==> src/rtl/core/swe_pkg.sv <==
// Shared types and constants for the software volume envelope.
// Holds the phase, opcode and register codes and the structs passed between the blocks.
// Depends on nothing.
`timescale 1ns / 1ps

package swe_pkg;

  typedef enum logic [2:0] {
    PH_OFF     = 3'd0,
    PH_ATTACK  = 3'd1,
    PH_DECAY   = 3'd2,
    PH_SUSTAIN = 3'd3,
    PH_RELEASE = 3'd4
  } phase_t;

  typedef enum logic [1:0] {
    OP_TICK,
    OP_KEY_ON,
    OP_KEY_OFF,
    OP_NONE
  } op_t;

  localparam logic [1:0] OPC_TICK    = 2'd0;
  localparam logic [1:0] OPC_KEY_ON  = 2'd1;
  localparam logic [1:0] OPC_KEY_OFF = 2'd2;
  localparam logic [1:0] OPC_NONE    = 2'd3;

  typedef enum logic [2:0] {
    REG_EXTENDED_MODE = 3'd0,
    REG_TIMER_SYNC    = 3'd1,
    REG_ATTACK_PARAM  = 3'd2,
    REG_DECAY_PARAM   = 3'd3,
    REG_SUSTAIN_PARAM = 3'd4,
    REG_RELEASE_PARAM = 3'd5,
    REG_SUSTAIN_LEVEL = 3'd6
  } reg_idx_t;

  localparam int unsigned ADDR_W = 5;
  localparam int unsigned DATA_W = 32;

  localparam int unsigned QDEPTH = 2;
  localparam int unsigned QPTR_W = 1;
  localparam int unsigned QCNT_W = 2;

  localparam logic signed [4:0] LEVEL_MAX = 5'sd15;
  localparam logic signed [4:0] LEVEL_MIN = -5'sd15;

  typedef struct packed {
    logic              extended_mode;
    logic              timer_sync;
    logic [7:0]        attack_param;
    logic signed [5:0] decay_param;
    logic [7:0]        sustain_param;
    logic [7:0]        release_param;
    logic [3:0]        sustain_level;
  } cfg_t;

  typedef struct packed {
    op_t        op;
    logic [7:0] steps;
  } cmd_t;

  typedef struct packed {
    logic signed [4:0] level;
    logic              changed;
    phase_t            phase;
  } result_t;

endpackage

==> src/rtl/core/software_volume_envelope_top.sv <==
// Top level of the software volume envelope: register file, event front end and step engine.
// Depends on swe_pkg, swe_cfg, swe_front and swe_back.
//
//   channel   ports                                   transfer when
//   input     push, full, in_opcode, in_elapsed_ticks  push && !full
//   result    pop, empty, out_level/changed/phase      pop && !empty
//   config    psel, penable, pwrite, paddr, pwdata     psel && penable && pwrite && pready
//
// Key on, key off and unused events run no envelope step in the step engine. A tick runs
// one envelope step, or elapsed_ticks steps with timer sync set (a tick of zero steps still
// yields a result), so the step engine sets the rate. The command queue registers each command.
// Reset is synchronous and clears the envelope state and both queues at once.
// full rises with two commands queued; the step engine waits while two results are unread.
`timescale 1ns / 1ps

module software_volume_envelope_top (
  input  logic                       clk,
  input  logic                       rst_n,
  input  logic                       push,
  output logic                       full,
  input  logic [1:0]                 in_opcode,
  input  logic [7:0]                 in_elapsed_ticks,
  input  logic                       pop,
  output logic                       empty,
  output logic signed [4:0]          out_level,
  output logic                       out_changed,
  output logic [2:0]                 out_phase,
  input  logic                       psel,
  input  logic                       penable,
  input  logic                       pwrite,
  input  logic [swe_pkg::ADDR_W-1:0] paddr,
  input  logic [swe_pkg::DATA_W-1:0] pwdata,
  output logic [swe_pkg::DATA_W-1:0] prdata,
  output logic                       pready
);

  swe_pkg::cfg_t cfg;
  swe_pkg::cmd_t cmd;
  logic          cmd_valid;
  logic          cmd_pop;

  swe_cfg u_cfg (
    .clk     (clk),
    .rst_n   (rst_n),
    .psel    (psel),
    .penable (penable),
    .pwrite  (pwrite),
    .paddr   (paddr),
    .pwdata  (pwdata),
    .prdata  (prdata),
    .pready  (pready),
    .cfg     (cfg)
  );

  swe_front u_front (
    .clk              (clk),
    .rst_n            (rst_n),
    .push             (push),
    .full             (full),
    .in_opcode        (in_opcode),
    .in_elapsed_ticks (in_elapsed_ticks),
    .timer_sync       (cfg.timer_sync),
    .cmd_valid        (cmd_valid),
    .cmd              (cmd),
    .cmd_pop          (cmd_pop)
  );

  swe_back u_back (
    .clk         (clk),
    .rst_n       (rst_n),
    .cfg         (cfg),
    .cmd_valid   (cmd_valid),
    .cmd         (cmd),
    .cmd_pop     (cmd_pop),
    .pop         (pop),
    .empty       (empty),
    .out_level   (out_level),
    .out_changed (out_changed),
    .out_phase   (out_phase)
  );

endmodule

==> src/rtl/core/swe_cfg.sv <==
// Configuration register file of the software volume envelope on an APB-style port.
// Depends on swe_pkg for the register codes and the cfg_t struct.
`timescale 1ns / 1ps

module swe_cfg (
  input  logic                        clk,
  input  logic                        rst_n,
  input  logic                        psel,
  input  logic                        penable,
  input  logic                        pwrite,
  input  logic [swe_pkg::ADDR_W-1:0]  paddr,
  input  logic [swe_pkg::DATA_W-1:0]  pwdata,
  output logic [swe_pkg::DATA_W-1:0]  prdata,
  output logic                        pready,
  output swe_pkg::cfg_t               cfg
);

  swe_pkg::cfg_t     cfg_r;
  swe_pkg::cfg_t     cfg_nxt;
  swe_pkg::reg_idx_t idx;
  logic              wr_en;

  assign pready = 1'b1;
  assign cfg    = cfg_r;
  assign idx    = swe_pkg::reg_idx_t'(paddr[4:2]);
  assign wr_en  = psel && penable && pwrite && pready;

  always_comb begin
    cfg_nxt = cfg_r;
    if (wr_en) begin
      unique case (idx)
        swe_pkg::REG_EXTENDED_MODE: cfg_nxt.extended_mode = pwdata[0];
        swe_pkg::REG_TIMER_SYNC:    cfg_nxt.timer_sync    = pwdata[0];
        swe_pkg::REG_ATTACK_PARAM:  cfg_nxt.attack_param  = pwdata[7:0];
        swe_pkg::REG_DECAY_PARAM:   cfg_nxt.decay_param   = $signed(pwdata[5:0]);
        swe_pkg::REG_SUSTAIN_PARAM: cfg_nxt.sustain_param = pwdata[7:0];
        swe_pkg::REG_RELEASE_PARAM: cfg_nxt.release_param = pwdata[7:0];
        swe_pkg::REG_SUSTAIN_LEVEL: cfg_nxt.sustain_level = pwdata[3:0];
        default: cfg_nxt = cfg_r;
      endcase
    end
  end

  always_comb begin
    prdata = '0;
    unique case (idx)
      swe_pkg::REG_EXTENDED_MODE: prdata[0]   = cfg_r.extended_mode;
      swe_pkg::REG_TIMER_SYNC:    prdata[0]   = cfg_r.timer_sync;
      swe_pkg::REG_ATTACK_PARAM:  prdata[7:0] = cfg_r.attack_param;
      swe_pkg::REG_DECAY_PARAM:   prdata[5:0] = cfg_r.decay_param;
      swe_pkg::REG_SUSTAIN_PARAM: prdata[7:0] = cfg_r.sustain_param;
      swe_pkg::REG_RELEASE_PARAM: prdata[7:0] = cfg_r.release_param;
      swe_pkg::REG_SUSTAIN_LEVEL: prdata[3:0] = cfg_r.sustain_level;
      default: prdata = '0;
    endcase
  end

  always_ff @(posedge clk) begin
    if (!rst_n) begin
      cfg_r <= '0;
    end else begin
      cfg_r <= cfg_nxt;
    end
  end

endmodule

==> src/rtl/core/swe_front.sv <==
// Front end of the software volume envelope: accepts events, classifies them into commands
// and holds them in a short command queue. Depends on swe_pkg.
`timescale 1ns / 1ps

module swe_front (
  input  logic          clk,
  input  logic          rst_n,
  input  logic          push,
  output logic          full,
  input  logic [1:0]    in_opcode,
  input  logic [7:0]    in_elapsed_ticks,
  input  logic          timer_sync,
  output logic          cmd_valid,
  output swe_pkg::cmd_t cmd,
  input  logic          cmd_pop
);

  localparam int unsigned CW = swe_pkg::QCNT_W;
  localparam int unsigned PW = swe_pkg::QPTR_W;

  swe_pkg::cmd_t   mem_r [swe_pkg::QDEPTH];
  swe_pkg::cmd_t   cmd_in;
  logic [PW-1:0]   wr_ptr_r, wr_ptr_nxt;
  logic [PW-1:0]   rd_ptr_r, rd_ptr_nxt;
  logic [CW-1:0]   cnt_r, cnt_nxt;
  logic            wr_en;
  logic            rd_en;

  always_comb begin
    unique case (in_opcode)
      swe_pkg::OPC_TICK:    cmd_in.op = swe_pkg::OP_TICK;
      swe_pkg::OPC_KEY_ON:  cmd_in.op = swe_pkg::OP_KEY_ON;
      swe_pkg::OPC_KEY_OFF: cmd_in.op = swe_pkg::OP_KEY_OFF;
      swe_pkg::OPC_NONE:    cmd_in.op = swe_pkg::OP_NONE;
      default:              cmd_in.op = swe_pkg::OP_NONE;
    endcase
    cmd_in.steps = timer_sync ? in_elapsed_ticks : 8'd1;
  end

  assign full      = (cnt_r == CW'(swe_pkg::QDEPTH));
  assign cmd_valid = (cnt_r != '0);
  assign cmd       = mem_r[rd_ptr_r];
  assign wr_en     = push && !full;
  assign rd_en     = cmd_pop && cmd_valid;

  always_comb begin
    wr_ptr_nxt = wr_en ? wr_ptr_r + 1'b1 : wr_ptr_r;
    rd_ptr_nxt = rd_en ? rd_ptr_r + 1'b1 : rd_ptr_r;
    cnt_nxt    = cnt_r + CW'(wr_en) - CW'(rd_en);
  end

  always_ff @(posedge clk) begin
    if (!rst_n) begin
      wr_ptr_r <= '0;
      rd_ptr_r <= '0;
      cnt_r    <= '0;
    end else begin
      wr_ptr_r <= wr_ptr_nxt;
      rd_ptr_r <= rd_ptr_nxt;
      cnt_r    <= cnt_nxt;
    end
  end

  always_ff @(posedge clk) begin
    if (wr_en) begin
      mem_r[wr_ptr_r] <= cmd_in;
    end
  end

endmodule

==> src/rtl/core/swe_back.sv <==
// Back end of the software volume envelope: the envelope state, a one-step-per-cycle
// step engine and the result queue. Depends on swe_pkg.
`timescale 1ns / 1ps

module swe_back (
  input  logic              clk,
  input  logic              rst_n,
  input  swe_pkg::cfg_t     cfg,
  input  logic              cmd_valid,
  input  swe_pkg::cmd_t     cmd,
  output logic              cmd_pop,
  input  logic              pop,
  output logic              empty,
  output logic signed [4:0] out_level,
  output logic              out_changed,
  output logic [2:0]        out_phase
);

  localparam int unsigned CW = swe_pkg::QCNT_W;
  localparam int unsigned PW = swe_pkg::QPTR_W;

  function automatic logic signed [8:0] reload_signed(input logic signed [5:0] p);
    logic signed [8:0] t;
    t = $signed({{3{p[5]}}, p}) - 9'sd16;
    return (p < 6'sd16) ? (t <<< 1) : t;
  endfunction

  function automatic logic signed [8:0] reload_unsigned(input logic [7:0] p);
    logic signed [8:0] t;
    t = $signed({1'b0, p}) - 9'sd16;
    return (p < 8'd16) ? (t <<< 1) : t;
  endfunction

  function automatic logic signed [8:0] reload_release(input logic [7:0] p);
    logic signed [9:0] t;
    t = $signed({1'b0, p, 1'b0}) - 10'sd16;
    return (t > 10'sd255) ? 9'sd255 : t[8:0];
  endfunction

  function automatic logic signed [4:0] clamp_depth(input logic signed [5:0] p);
    logic signed [4:0] r;
    if (p > 6'sd15) begin
      r = swe_pkg::LEVEL_MAX;
    end else if (p < -6'sd15) begin
      r = swe_pkg::LEVEL_MIN;
    end else begin
      r = p[4:0];
    end
    return r;
  endfunction

  swe_pkg::phase_t   phase_r, phase_nxt, st_phase;
  logic signed [4:0] level_r, level_nxt, st_level;
  logic signed [8:0] ac_r, ac_nxt, st_ac;
  logic signed [8:0] dc_r, dc_nxt, st_dc;
  logic signed [8:0] sc_r, sc_nxt, st_sc;
  logic signed [8:0] rc_r, rc_nxt, st_rc;
  logic              busy_r, busy_nxt;
  logic [7:0]        steps_r, steps_nxt;
  logic              chg_r, chg_nxt;
  logic signed [9:0] lvl10;
  logic signed [9:0] sum;
  logic signed [4:0] lvl_dec;
  logic              step_chg;
  logic              start;
  logic              emit;
  swe_pkg::result_t  res_in;

  swe_pkg::result_t  mem_r [swe_pkg::QDEPTH];
  logic [PW-1:0]     wr_ptr_r, wr_ptr_nxt;
  logic [PW-1:0]     rd_ptr_r, rd_ptr_nxt;
  logic [CW-1:0]     cnt_r, cnt_nxt;
  logic              rd_en;

  assign lvl10   = $signed({{5{level_r[4]}}, level_r});
  assign lvl_dec = (level_r == swe_pkg::LEVEL_MIN) ? swe_pkg::LEVEL_MIN : level_r - 5'sd1;

  always_comb begin
    st_phase = phase_r;
    st_level = level_r;
    st_ac    = ac_r;
    st_dc    = dc_r;
    st_sc    = sc_r;
    st_rc    = rc_r;
    sum      = '0;
    if (cfg.extended_mode) begin
      unique case (phase_r)
        swe_pkg::PH_OFF: begin
          st_phase = phase_r;
        end
        swe_pkg::PH_ATTACK: begin
          if (ac_r > 9'sd0) begin
            sum = lvl10 + $signed({ac_r[8], ac_r});
            if (sum < 10'sd15) begin
              st_level = $signed(sum[4:0]);
              st_ac    = $signed({1'b0, cfg.attack_param}) - 9'sd16;
            end else begin
              st_level = swe_pkg::LEVEL_MAX;
              st_phase = (cfg.sustain_level == 4'd15) ? swe_pkg::PH_SUSTAIN
                                                      : swe_pkg::PH_DECAY;
            end
          end else if (cfg.attack_param != 8'd0) begin
            st_ac = ac_r + 9'sd1;
          end
        end
        swe_pkg::PH_DECAY: begin
          if (dc_r > 9'sd0) begin
            sum = lvl10 - $signed({dc_r[8], dc_r});
            if (sum < $signed({6'b0, cfg.sustain_level})) begin
              st_level = $signed({1'b0, cfg.sustain_level});
              st_phase = swe_pkg::PH_SUSTAIN;
            end else begin
              st_level = $signed(sum[4:0]);
              st_dc    = reload_signed(cfg.decay_param);
            end
          end else if (cfg.decay_param != 6'sd0) begin
            st_dc = dc_r + 9'sd1;
          end
        end
        swe_pkg::PH_SUSTAIN: begin
          if (sc_r > 9'sd0) begin
            sum      = lvl10 - $signed({sc_r[8], sc_r});
            st_level = (sum < 10'sd0) ? 5'sd0 : $signed(sum[4:0]);
            st_sc    = reload_unsigned(cfg.sustain_param);
          end else if (cfg.sustain_param != 8'd0) begin
            st_sc = sc_r + 9'sd1;
          end
        end
        swe_pkg::PH_RELEASE: begin
          if (rc_r > 9'sd0) begin
            sum      = lvl10 - $signed({rc_r[8], rc_r});
            st_level = (sum < 10'sd0) ? 5'sd0 : $signed(sum[4:0]);
            st_rc    = reload_release(cfg.release_param);
          end else if (cfg.release_param != 8'd0) begin
            st_rc = rc_r + 9'sd1;
          end
        end
        default: begin
          st_phase = phase_r;
        end
      endcase
    end else begin
      unique case (phase_r)
        swe_pkg::PH_OFF: begin
          st_phase = phase_r;
        end
        swe_pkg::PH_ATTACK: begin
          st_ac = ac_r - 9'sd1;
          if (st_ac == 9'sd0) begin
            st_phase = swe_pkg::PH_DECAY;
            st_level = clamp_depth(cfg.decay_param);
          end
        end
        swe_pkg::PH_DECAY, swe_pkg::PH_SUSTAIN: begin
          if (sc_r != 9'sd0) begin
            st_sc = sc_r - 9'sd1;
            if (st_sc == 9'sd0) begin
              st_sc    = $signed({1'b0, cfg.sustain_param});
              st_level = lvl_dec;
            end
          end
        end
        swe_pkg::PH_RELEASE: begin
          if (rc_r == 9'sd0) begin
            st_level = swe_pkg::LEVEL_MIN;
          end else begin
            st_rc = rc_r - 9'sd1;
            if (st_rc == 9'sd0) begin
              st_rc    = $signed({1'b0, cfg.release_param});
              st_level = lvl_dec;
            end
          end
        end
        default: begin
          st_phase = phase_r;
        end
      endcase
    end
    step_chg = (st_level != level_r);
  end

  assign start   = !busy_r && cmd_valid && (cnt_r != CW'(swe_pkg::QDEPTH));
  assign cmd_pop = start;

  always_comb begin
    phase_nxt      = phase_r;
    level_nxt      = level_r;
    ac_nxt         = ac_r;
    dc_nxt         = dc_r;
    sc_nxt         = sc_r;
    rc_nxt         = rc_r;
    busy_nxt       = busy_r;
    steps_nxt      = steps_r;
    chg_nxt        = chg_r;
    emit           = 1'b0;
    res_in.level   = level_r;
    res_in.changed = 1'b0;
    res_in.phase   = phase_r;
    if (busy_r) begin
      phase_nxt = st_phase;
      level_nxt = st_level;
      ac_nxt    = st_ac;
      dc_nxt    = st_dc;
      sc_nxt    = st_sc;
      rc_nxt    = st_rc;
      chg_nxt   = chg_r || step_chg;
      if (steps_r == 8'd1) begin
        busy_nxt       = 1'b0;
        emit           = 1'b1;
        res_in.level   = st_level;
        res_in.changed = chg_r || step_chg;
        res_in.phase   = st_phase;
      end else begin
        steps_nxt = steps_r - 8'd1;
      end
    end else if (start) begin
      emit = 1'b1;
      unique case (cmd.op)
        swe_pkg::OP_TICK: begin
          if (cmd.steps != 8'd0) begin
            phase_nxt      = st_phase;
            level_nxt      = st_level;
            ac_nxt         = st_ac;
            dc_nxt         = st_dc;
            sc_nxt         = st_sc;
            rc_nxt         = st_rc;
            res_in.level   = st_level;
            res_in.changed = step_chg;
            res_in.phase   = st_phase;
            if (cmd.steps != 8'd1) begin
              emit      = 1'b0;
              busy_nxt  = 1'b1;
              steps_nxt = cmd.steps - 8'd1;
              chg_nxt   = step_chg;
            end
          end
        end
        swe_pkg::OP_KEY_ON: begin
          phase_nxt = swe_pkg::PH_ATTACK;
          level_nxt = 5'sd0;
          if (cfg.extended_mode) begin
            ac_nxt = $signed({1'b0, cfg.attack_param}) - 9'sd16;
            dc_nxt = reload_signed(cfg.decay_param);
            sc_nxt = reload_unsigned(cfg.sustain_param);
            rc_nxt = reload_release(cfg.release_param);
          end else begin
            ac_nxt = $signed({1'b0, cfg.attack_param});
            sc_nxt = $signed({1'b0, cfg.sustain_param});
            rc_nxt = $signed({1'b0, cfg.release_param});
            if (cfg.attack_param == 8'd0) begin
              phase_nxt = swe_pkg::PH_DECAY;
              level_nxt = clamp_depth(cfg.decay_param);
            end
          end
          res_in.level   = level_nxt;
          res_in.changed = (level_nxt != level_r);
          res_in.phase   = phase_nxt;
        end
        swe_pkg::OP_KEY_OFF: begin
          if (phase_r != swe_pkg::PH_OFF) begin
            phase_nxt = swe_pkg::PH_RELEASE;
          end
          res_in.phase = phase_nxt;
        end
        swe_pkg::OP_NONE: begin
          res_in.phase = phase_r;
        end
        default: begin
          res_in.phase = phase_r;
        end
      endcase
    end
  end

  always_ff @(posedge clk) begin
    if (!rst_n) begin
      phase_r <= swe_pkg::PH_OFF;
      level_r <= '0;
      ac_r    <= '0;
      dc_r    <= '0;
      sc_r    <= '0;
      rc_r    <= '0;
      busy_r  <= 1'b0;
    end else begin
      phase_r <= phase_nxt;
      level_r <= level_nxt;
      ac_r    <= ac_nxt;
      dc_r    <= dc_nxt;
      sc_r    <= sc_nxt;
      rc_r    <= rc_nxt;
      busy_r  <= busy_nxt;
    end
  end

  always_ff @(posedge clk) begin
    steps_r <= steps_nxt;
    chg_r   <= chg_nxt;
  end

  assign empty       = (cnt_r == '0);
  assign rd_en       = pop && !empty;
  assign out_level   = mem_r[rd_ptr_r].level;
  assign out_changed = mem_r[rd_ptr_r].changed;
  assign out_phase   = mem_r[rd_ptr_r].phase;

  always_comb begin
    wr_ptr_nxt = emit ? wr_ptr_r + 1'b1 : wr_ptr_r;
    rd_ptr_nxt = rd_en ? rd_ptr_r + 1'b1 : rd_ptr_r;
    cnt_nxt    = cnt_r + CW'(emit) - CW'(rd_en);
  end

  always_ff @(posedge clk) begin
    if (!rst_n) begin
      wr_ptr_r <= '0;
      rd_ptr_r <= '0;
      cnt_r    <= '0;
    end else begin
      wr_ptr_r <= wr_ptr_nxt;
      rd_ptr_r <= rd_ptr_nxt;
      cnt_r    <= cnt_nxt;
    end
  end

  always_ff @(posedge clk) begin
    if (emit) begin
      mem_r[wr_ptr_r] <= res_in;
    end
  end

endmodule

==> config.mk <==
export PLATFORM = sky130hd
export DESIGN_NAME = software_volume_envelope_top
export DESIGN_NICKNAME = d
export VERILOG_FILES = /design/src/rtl/core/swe_pkg.sv /design/src/rtl/core/software_volume_envelope_top.sv /design/src/rtl/core/swe_cfg.sv /design/src/rtl/core/swe_front.sv /design/src/rtl/core/swe_back.sv
export SDC_FILE = /design/constraint.sdc
export NUM_CORES = 1
export LEC_CHECK = 0
export BUFFER_PORTS_ARGS = -buffer_cell sky130_fd_sc_hd__buf_2
export CORE_ASPECT_RATIO = 0.8
export CORE_MARGIN = 2
export CORE_UTILIZATION = 45
export DETAILED_ROUTE_END_ITERATION = 6
export SYNTH_ARGS = -nofsm -noshare
export SYNTH_HDL_FRONTEND = slang
export SYNTH_SLANG_ARGS = --single-unit
==> constraint.sdc <==
create_clock -name clk -period 4.6 [get_ports clk]
set_clock_uncertainty 0.15 [all_clocks]
set_input_delay 0.46 -clock clk [delete_from_list [all_inputs] [get_ports clk]]
set_output_delay 0.46 -clock clk [all_outputs]
set_load 0.03 [all_outputs]
Word-level counts from Yosys, hierarchy flattened
Memory sizes are Yosys's and may differ from the RTL's. A register that Yosys moved wholly into a read port is not among the register bits.
Cells that the tools add are included.
{"block": "word_totals", "regBits": 98, "ram_bits": 38, "in_bits": 54, "output_inout_bits": 44, "word_cells": 272, "memories": 2}
{"name": "u_front.mem_r", "words": 2, "width": 10, "rd": 1, "rd_clocked_by_memory_dff": 1, "wr": 1, "line": "swe_front.sv:21", "source": "swe_pkg::cmd_t mem_r [swe_pkg::QDEPTH];"}
{"name": "u_back.mem_r", "words": 2, "width": 9, "rd": 1, "rd_clocked_by_memory_dff": 1, "wr": 1, "line": "swe_back.sv:69", "source": "swe_pkg::result_t mem_r [swe_pkg::QDEPTH];"}
{"block": "classes", "n_addsub": 26, "magnitude_cmp": 13, "eq_ne": 27, "n_mux": 135, "n_reduce_logical": 47}
{"cell": "2-to-1 mux 9 bit", "count": 48}
{"cell": "2-to-1 mux 5 bit", "count": 25}
{"cell": "case mux 9 bit (2 select lines)", "count": 4}
{"cell": "2-to-1 mux 8 bit", "count": 7}
{"cell": "adder 9 x 2 -> 9 bit, second input constant", "count": 4}
{"cell": "greater-than comparator 9 x 1 -> 1 bit, second input constant", "count": 4}
{"cell": "zero test 9 bit", "count": 4}
{"cell": "2-to-1 mux 3 bit", "count": 12}
{"cell": "nonzero test 8 bit", "count": 4}
{"cell": "subtractor 5 x 9 -> 10 bit", "count": 3}
{"cell": "subtractor 9 x 2 -> 9 bit, second input constant", "count": 3}
{"cell": "2-to-1 mux 1 bit", "count": 26}
{"cell": "< comparator 10 x 1 -> 1 bit, second input constant", "count": 2}
{"cell": "case mux 5 bit (4 select lines)", "count": 1}
{"cell": "subtractor 8 x 5 -> 9 bit, second input constant", "count": 2}
{"cell": "case mux 2 bit (4 select lines)", "count": 2}
{"cell": "subtractor 8 x 1 -> 8 bit, second input constant", "count": 2}
{"cell": "case mux 3 bit (5 select lines)", "count": 1}
{"cell": "case mux 5 bit (3 select lines)", "count": 1}
{"cell": "AND reduction 2 bit", "count": 7}
{"cell": "== test 3 x 2 -> 1 bit, second input constant", "count": 4}
{"cell": "== test 3 bit, second input constant", "count": 4}
{"cell": "case mux 3 bit (4 select lines)", "count": 1}
{"cell": "case mux 6 bit (2 select lines)", "count": 1}
{"cell": "46 further kinds", "count": 76}

Logic depth before layout (Yosys ltp)
Gate-level depths: netlist of the first run.
{"block": "logic_depth", "word_depth": 12, "ltp_mapped": 16, "ltp_nobuf": 15}

By module
Synthesis of the first run repeated with hierarchy kept, for this count alone.
{"block": "unflattened", "hier_cells": 1632, "hier_area_um2": 12738.5}
{"module": "swe_back", "instances": 1, "cells_per_inst": 1360, "area_each_um2": 9739.3, "seq_area_each_um2": 1811.7}
{"module": "swe_cfg", "instances": 1, "cells_per_inst": 203, "area_each_um2": 1950.6, "seq_area_each_um2": 720.7}
{"module": "swe_front", "instances": 1, "cells_per_inst": 69, "area_each_um2": 1048.5, "seq_area_each_um2": 700.7}

Worst setup path before layout of the first run
OpenSTA, ideal clock, no wires.
{"block": "synth_path", "path_type": "reg2reg", "from": "register u_back.level_r[0]", "to": "memory u_back.mem_r[0][3] (netlist name), data pin", "setup_ps": 282, "t_arrival_ps": 3427, "t_required_ps": 4168, "path_slack_ps": 741, "stages_incl_launch_ff": 15, "n_path_buf": 1, "synth_period_minus_slack_ps": 3859, "cell_sequence": "dfxtp_1 inv_1 ha_1 fa_1 nand2b_1 a211oi_1 o21ai_0 a22o_1 and4_1 clkbuf_1 or4_1 and4b_1 a22oi_1 and4b_1 a41oi_1"}
{"item": "start, declared", "line": "swe_back.sv:53", "source": "logic signed [4:0] level_r, level_nxt, st_level;"}
{"item": "start signal, assigned", "line": "swe_back.sv:286", "source": "level_r <= level_nxt;"}
{"item": "end, declared", "line": "swe_back.sv:69"}

==> out/qor.txt, run 1 <==
LEAKAGE: 0.00510 uW
crit path capture type: flop
commonest non-fill, non-tap cell in the layout: nor2_1
Core Util, Final: 49.7%
FF+latch count, synth: 138
post-synthesis simple-gate area fraction: 21.9%
Most used DFF post-synth: dfxtp_1
DR WL/cell: 20.9 um
# port buffers: 46
vias in the first global route: 11.7k
Root Buffer: clkbuf_16
min Tclk post-route: 4.31 ns
kind of critical path: flop to flop
I/O pins: 98
PwrDens: 630 nW/um2
Setup TNS: 0 ns
Sw Share: 49.8%
clock sinks: 138
first-iteration detailed-routing DRC count: 1401
CTS tree: built
Worst-Skew Late Latency: 0.44 ns
Pins Over Slew Limit: 0
status: finished clean
Critical Path RT: 4.58 ns
via/cell ratio: 6.35
Yosys top cell area share: 14.3%
H-tree levels: 4
P_sw: 4380 uW
largest net degree at the start of global routing: 47
Gate power share: 63.0%
die height: 155 um
# rows: 55
Total GRT Usage: 28.7%
Synth async-reset ratio: 0%
largest family of logic cells by synthesized area: compound AO/OA/AOI/OAI gates
Crit Path Max Fanout: 9
first-pass GRT wire length: 66.1 mm
crit path DAT: 4.30 ns
clock buffer depth: 2
worst-margin pin slew: 1.23 ns
clk slew on worst S/H paths: 0.06 ns
Seq/Total Area, Yosys: 25.4%
area grow syn2layout: 9.45%
core area: 28100 um2
Fillers: 2814
hold_buf cts: 0
worst min path class: input pin to flop
remaining antenna violation count: 0
full die area: 29700 um2
Synth Area in XOR/XNOR: 4.12%
number of enable flip-flop cells after synthesis: 47
area leader, netlist: dfxtp_1
IR Drop Worst-Case VDD: 0.353 mV
share of layout cells above drive strength 1: 11.0%
Max-slew headroom: 17.1%
Vias: 13.0k
final hold violation count: 0
most frequent cells in the layout: nor2_1, nand2_1, a21oi_1
mux cell area share after synthesis: 7.11%
Synth cell types: 92
syn_area_per_cell: 7.71 um2
sequential fraction of design power: 20.9%
initial antenna violation count: 1
Clock Power Share: 16.1%
GRT overflow: 0
Die W: 192 um
Power Internal: 4410 uW
post-synthesis cell count: 1652
gpl congestion: 0.943
Ys Warns: 0
RSZ-0062 raised after global routing: no
number of diodes: 0
Worst setup SP type: flop
DR DRC count: 0
fin crit share: 93.8%
1st-pass router iterations: 5
Mapped Area: 12700 um2
Hold Slack: 0.0704 ns
Initial Utilization: 45.4%
Max Freq: 0.232 GHz
maxcap violations: 0
nets: 1789
TritonCTS Buffers: 17
adder-cell share of the synthesized area: 7.80%
Compound-Gate Fraction of Synth Area: 26.8%
Synth area leaders: dfxtp_1, edfxtp_1, ha_1
final number of setup-violating endpoints: 0
DPL Wire Length: 31.7 mm
final wirelength: 42.8 mm
power by group through the flow:
stage	logic [uW]	registers, uW	clock network (uW)
final	5530	1830	1420
after global routing	6040	1870	1480
after CTS	5380	1830	1440
after detailed placement	5340	1850	0
after global placement	5300	1840	0
after floorplan	4000	1720	0
cells in the mapped netlist, types with 8 or more instances:
library cell  instances
a31oi_1              32
edfxtp_1             47
a2111oi_0            11
and3_1               15
nand2b_1             18
buf_4                26
nor2b_1              20
and2_1               18
dfxtp_1              91
a21o_1               12
clkbuf_1             98
nor4_1               14
xnor2_1              42
a311oi_1              9
nor2_1              165
mux2_2               18
or3_1                11
o22ai_1              14
mux2i_1              68
o211ai_1             20
nand2_1             132
ha_1                 73
nor3_1               51
nand3_1              49
o21ai_0             119
nand4_1              20
o221ai_1             11
xor2_1               18
o31a_1                8
a22oi_1              10
a221oi_1             14
a21oi_1             130
inv_1                68
a211oi_1             28
o31ai_1              10
o21a_1               13
metal layers:
layer	part of all wire (%)	GRT usage (%)	routed length, um	vias up
met5	0	0	0	-
met4	2.2	8.25	949	0
met3	11	7.33	4690	64
met2	40	39.5	17100	672
met1	47	43.3	20000	6101
li1	-	-	-	6116
worst max-delay path, cell delays in order (launching register included):
cell,delay [ns]
dfxtp_1,0.44
inv_1,0.12
ha_1,0.29
nor2b_1,0.23
o31a_1,0.27
a21oi_1,0.10
ha_1,0.28
o21ai_0,0.07
o22ai_1,0.12
nor4_1,0.07
and4_1,0.25
nor2_2,0.46
o21ai_0,0.27
a2111oi_0,0.43
and4b_1,0.29
a41oi_1,0.19
path summary, 6_finish.rpt:
kind / slack, ns / depth (start not counted) / start / end
hold reg to reg: 0.36 / 2 / u_back.wr_ptr_r$_SDFFE_PN0P_ / u_back.wr_ptr_r$_SDFFE_PN0P_
setup reg to reg: 0.29 / 15 / u_back.dc_r[1]$_SDFFE_PN0P_ / u_back.mem_r[1][3]$_DFFE_PP_
setup / recovery: 0.29 / 15 / u_back.dc_r[1]$_SDFFE_PN0P_ / u_back.mem_r[1][3]$_DFFE_PP_
hold / removal: 0.07 / 1 / in_opcode[1] / u_front.mem_r[0][9]$_DFFE_PP_
stage by stage:
step	instance area [um2]	total power (uW)	std cells	setup slack (ns)
3_5_place_dp	13400	7190	2009	0.249
5_1_grt	13900	9390	2041	0.0149
3_3_place_gp	13400	7150	2009	0.261
6_report	13900	8790	2041	0.287
2_1_floorplan	12800	5720	1675	0.741
4_1_cts	13900	8640	2041	0.202
what timing repair did:
item / 4_1_cts / 5_1_grt
setup endpoints to repair: 0 / 11
resized for setup: 0 / 4
setup buffers: 0 / 0
state kept, by name, summed over array words and instances (netlist names), named ones only:
| register | flops |
|---|---|
| u_back.ac_r | 9 |
| u_back.busy_r | 1 |
| u_back.chg_r | 1 |
| u_back.cnt_r | 2 |
| u_back.dc_r | 9 |
| u_back.level_r | 5 |
| u_back.mem_r | 18 |
| u_back.phase_r | 3 |
| u_back.rc_r | 9 |
| u_back.rd_ptr_r | 1 |
| u_back.sc_r | 9 |
| u_back.steps_r | 8 |
| u_back.wr_ptr_r | 1 |
| u_cfg.cfg | 36 |
| u_front.cnt_r | 2 |
| u_front.mem_r | 20 |
| u_front.rd_ptr_r | 1 |
| u_front.wr_ptr_r | 1 |
cells by family (layout without fill, tap and decap cells):
family                   after synthesis  count (layout)
buffers and inverters                206             202
other                                  2              25
AND/OR/NAND/NOR                      564             564
flip-flops                           138             138
AO/OA/AOI/OAI                        518             518
XOR/XNOR                              60              60
multiplexers                          87              87
adder cells (fa/ha/maj)               77              77
layout make-up:
class	count	area, um2	share of cell area (%)
multi-input cells	1331	8770	62.9
flip-flops and latches	138	3230	23.2
repair buffers	97	626	4.48
well taps	370	463	3.32
clock buffers	21	462	3.31
inverters	73	274	1.96
clock inverters	11	119	0.852
Power figures use the tool's default switching activity.
==> run 2: changes to the inputs <==
ABC_AREA = 1   (was not set)
==> out/qor.txt, run 2 <==
FF+latch count, synth: 138 (unchanged)
via/cell ratio: 5.87 (was 6.35)
final number of setup-violating endpoints: 0 (unchanged)
vias in the first global route: 12.3k (was 11.7k)
nets: 2062 (was 1789)
LEAKAGE: 0.00579 uW (was 0.00510 uW)
die height: 154 um (was 155 um)
DR DRC count: 0 (unchanged)
remaining antenna violation count: 0 (unchanged)
final hold violation count: 0 (unchanged)
1st-pass router iterations: 6 (was 5)
TritonCTS Buffers: 17 (unchanged)
CTS tree: built (unchanged)
mux cell area share after synthesis: 1.04% (was 7.11%)
Fillers: 2845 (was 2814)
Initial Utilization: 46.0% (was 45.4%)
H-tree levels: 4 (unchanged)
Root Buffer: clkbuf_16 (unchanged)
Vias: 13.6k (was 13.0k)
number of diodes: 0 (unchanged)
fin crit share: 91.7% (was 93.8%)
Die W: 191 um (was 192 um)
Sw Share: 56.9% (was 49.8%)
post-synthesis cell count: 1908 (was 1652)
full die area: 29400 um2 (was 29700 um2)
worst min path class: input pin to flop (unchanged)
cells resized by post-CTS repair: 0 (unchanged)
share of layout cells above drive strength 1: 11.0% (about the same)
largest net degree at the start of global routing: 63 (was 47)
largest family of logic cells by synthesized area: simple AND/OR/NAND/NOR gates (was compound AO/OA/AOI/OAI gates)
DR WL/cell: 19.1 um (was 20.9 um)
total power: 11400 uW (was 8790 uW)
crit path DAT: 4.26 ns (was 4.30 ns)
max FFs per register: 36 (unchanged)
clock buffer depth: 2 (unchanged)
Seq/Total Area, Yosys: 25.6% (was 25.4%)
PwrDens: 834 nW/um2 (was 630 nW/um2)
Compound-Gate Fraction of Synth Area: 24.1% (was 26.8%)
hold_buf cts: 0 (unchanged)
RSZ-0062 raised after global routing: no (unchanged)
initial antenna violation count: 0 (was 1)
GRT overflow: 0 (unchanged)
postcts setup bufs: 0 (unchanged)
gpl congestion: 0.963 (was 0.943)
Critical Path RT: 4.64 ns (was 4.58 ns)
Worst setup SP type: flop (unchanged)
Max Freq: 0.237 GHz (was 0.232 GHz)
kind of critical path: flop to flop (unchanged)
area leader, netlist: dfxtp_1 (unchanged)
Synth Area in XOR/XNOR: 2.48% (was 4.12%)
first-pass GRT wire length: 69.0 mm (was 66.1 mm)
maxcap violations: 0 (unchanged)
clock sinks: 138 (unchanged)
Yosys top cell area share: 14.4% (was 14.3%)
area grow syn2layout: 8.40% (was 9.45%)
DPL Wire Length: 32.5 mm (was 31.7 mm)
# rows: 54 (was 55)
sequential fraction of design power: 17.5% (was 20.9%)
Most used DFF post-synth: dfxtp_1 (unchanged)
I/O pins: 98 (unchanged)
core area: 27400 um2 (was 28100 um2)
Total GRT Usage: 30.2% (was 28.7%)
status: finished clean (unchanged)
worst-margin pin slew: 0.941 ns (was 1.23 ns)
clk slew on worst S/H paths: 0.07 ns (was 0.06 ns)
first-iteration detailed-routing DRC count: 1450 (was 1401)
commonest non-fill, non-tap cell in the layout: nand2_1 (was nor2_1)
P_sw: 6490 uW (was 4380 uW)
Crit Path Max Fanout: 17 (was 9)
Setup TNS: 0 ns (unchanged)
min Tclk post-route: 4.22 ns (was 4.31 ns)
final wirelength: 44.0 mm (was 42.8 mm)
Ys Warns: 0 (unchanged)
post-synthesis simple-gate area fraction: 27.5% (was 21.9%)
Worst-Skew Late Latency: 0.45 ns (was 0.44 ns)
adder-cell share of the synthesized area: 7.87% (was 7.80%)
syn_area_per_cell: 6.62 um2 (was 7.71 um2)
Commonest cells post-synth: nand2_1, a21oi_1, inv_1, o21ai_0, nor2_1 (was nor2_1, nand2_1, a21oi_1, o21ai_0, clkbuf_1)
most frequent cells in the layout: nand2_1, a21oi_1, inv_1 (was nor2_1, nand2_1, a21oi_1)
Mapped Area: 12600 um2 (was 12700 um2)
Gate power share: 70.1% (was 63.0%)
Pins Over Slew Limit: 0 (unchanged)
Clock Power Share: 12.4% (was 16.1%)
Synth area leaders: dfxtp_1, edfxtp_1, nand2_1 (was dfxtp_1, edfxtp_1, ha_1)
crit path capture type: flop (unchanged)
Synth cell types: 62 (was 92)
leading cell type by number of instances after synthesis: nand2_1 (was nor2_1)
Max-slew headroom: 36.8% (was 17.1%)
number of enable flip-flop cells after synthesis: 47 (unchanged)
# port buffers: 46 (unchanged)
Synth async-reset ratio: 0% (unchanged)
IR Drop Worst-Case VDD: 0.413 mV (was 0.353 mV)
Power Internal: 4920 uW (was 4410 uW)
[run 2: power groups by stage]
stage / clock [uW] / sequential (uW) / combinational, uW
after detailed placement: 0 / 2020 / 7760
after global routing: 1480 / 2040 / 8930
after floorplan: 0 / 1890 / 5890
after CTS: 1430 / 1990 / 7800
final: 1410 / 2000 / 7990
after global placement: 0 / 2010 / 7690
[run 2: kinds of logic (layout without fill, tap and decap cells)]
| logic type | Yosys count | count (layout) |
|---|---|---|
| simple gates | 780 | 780 |
| compound gates | 532 | 532 |
| buf+inv | 333 | 346 |
| flops | 138 | 138 |
| fa+ha+maj | 77 | 77 |
| xor+xnor | 34 | 34 |
| mux | 12 | 12 |
| other cells | 2 | 25 |
[run 2: layout make-up]
cell class              instances  area [um2]  share of cell area [%]
clock buffers                  18         450                    3.29
clock inverters                14         136                   0.997
inverters                     237         892                    6.52
multi-input cells            1460        8050                    58.9
flip-flops and latches        138        3230                    23.6
well taps                     364         455                    3.33
repair buffers                 77         463                    3.38
[run 2: routing by layer]
layer | vias up | wire length, um | GRT usage [%]
met2 | 696 | 17500 | 41.6
met3 | 60 | 5020 | 7.19
met4 | 0 | 701 | 7.62
met5 | - | 0 | 0
met1 | 6277 | 20800 | 46.4
li1 | 6526 | - | -
[run 2: worst max-delay path, cell delays in order (launching register included)]
cell     delay [ns]
dfxtp_1        0.46
inv_1          0.30
fa_1           0.50
xnor2_1        0.22
ha_1           0.26
nand2_1        0.07
a21oi_1        0.04
nor2_1         0.08
nand2_1        0.06
nor2_1         0.13
nand4_1        0.10
nand2_1        0.18
nand2_2        0.26
nand2_1        0.13
nand3_1        0.08
nand2_1        0.09
nand2_1        0.07
nand2_1        0.09
nand2_1        0.12
nand2_1        0.09
nand2_1        0.05
nor2_2         0.10
nand2_2        0.10
nand2_1        0.06
nand2_1        0.04
nand2_1        0.05
nand2_1        0.07
[run 2: path summary, 6_finish.rpt]
check / to / from / depth (start not counted) / slack [ns]
worst max register to register: u_back.mem_r[0][3]$_DFFE_PP_ / u_back.level_r[1]$_SDFFE_PN0P_ / 26 / 0.38
worst min register to register: u_front.rd_ptr_r$_SDFFE_PN0P_ / u_front.rd_ptr_r$_SDFFE_PN0P_ / 1 / 0.32
worst min-delay path: u_front.mem_r[0][9]$_DFFE_PP_ / in_opcode[1] / 1 / 0.06
worst max-delay path: u_back.mem_r[0][3]$_DFFE_PP_ / u_back.level_r[1]$_SDFFE_PN0P_ / 26 / 0.38
[run 2: through the flow]
stage	util [%]	hold WS [ns]	cells	setup WS, ns	area [um2]
after global placement	47.7	0.286	2276	0.503	13100
after detailed placement	47.7	0.305	2276	0.472	13100
after CTS	49.9	0.0463	2308	0.444	13700
after global routing	49.9	0.0456	2308	0.00322	13700
final	49.9	0.0580	2308	0.384	13700
after floorplan	-	0.276	1931	0.752	12700
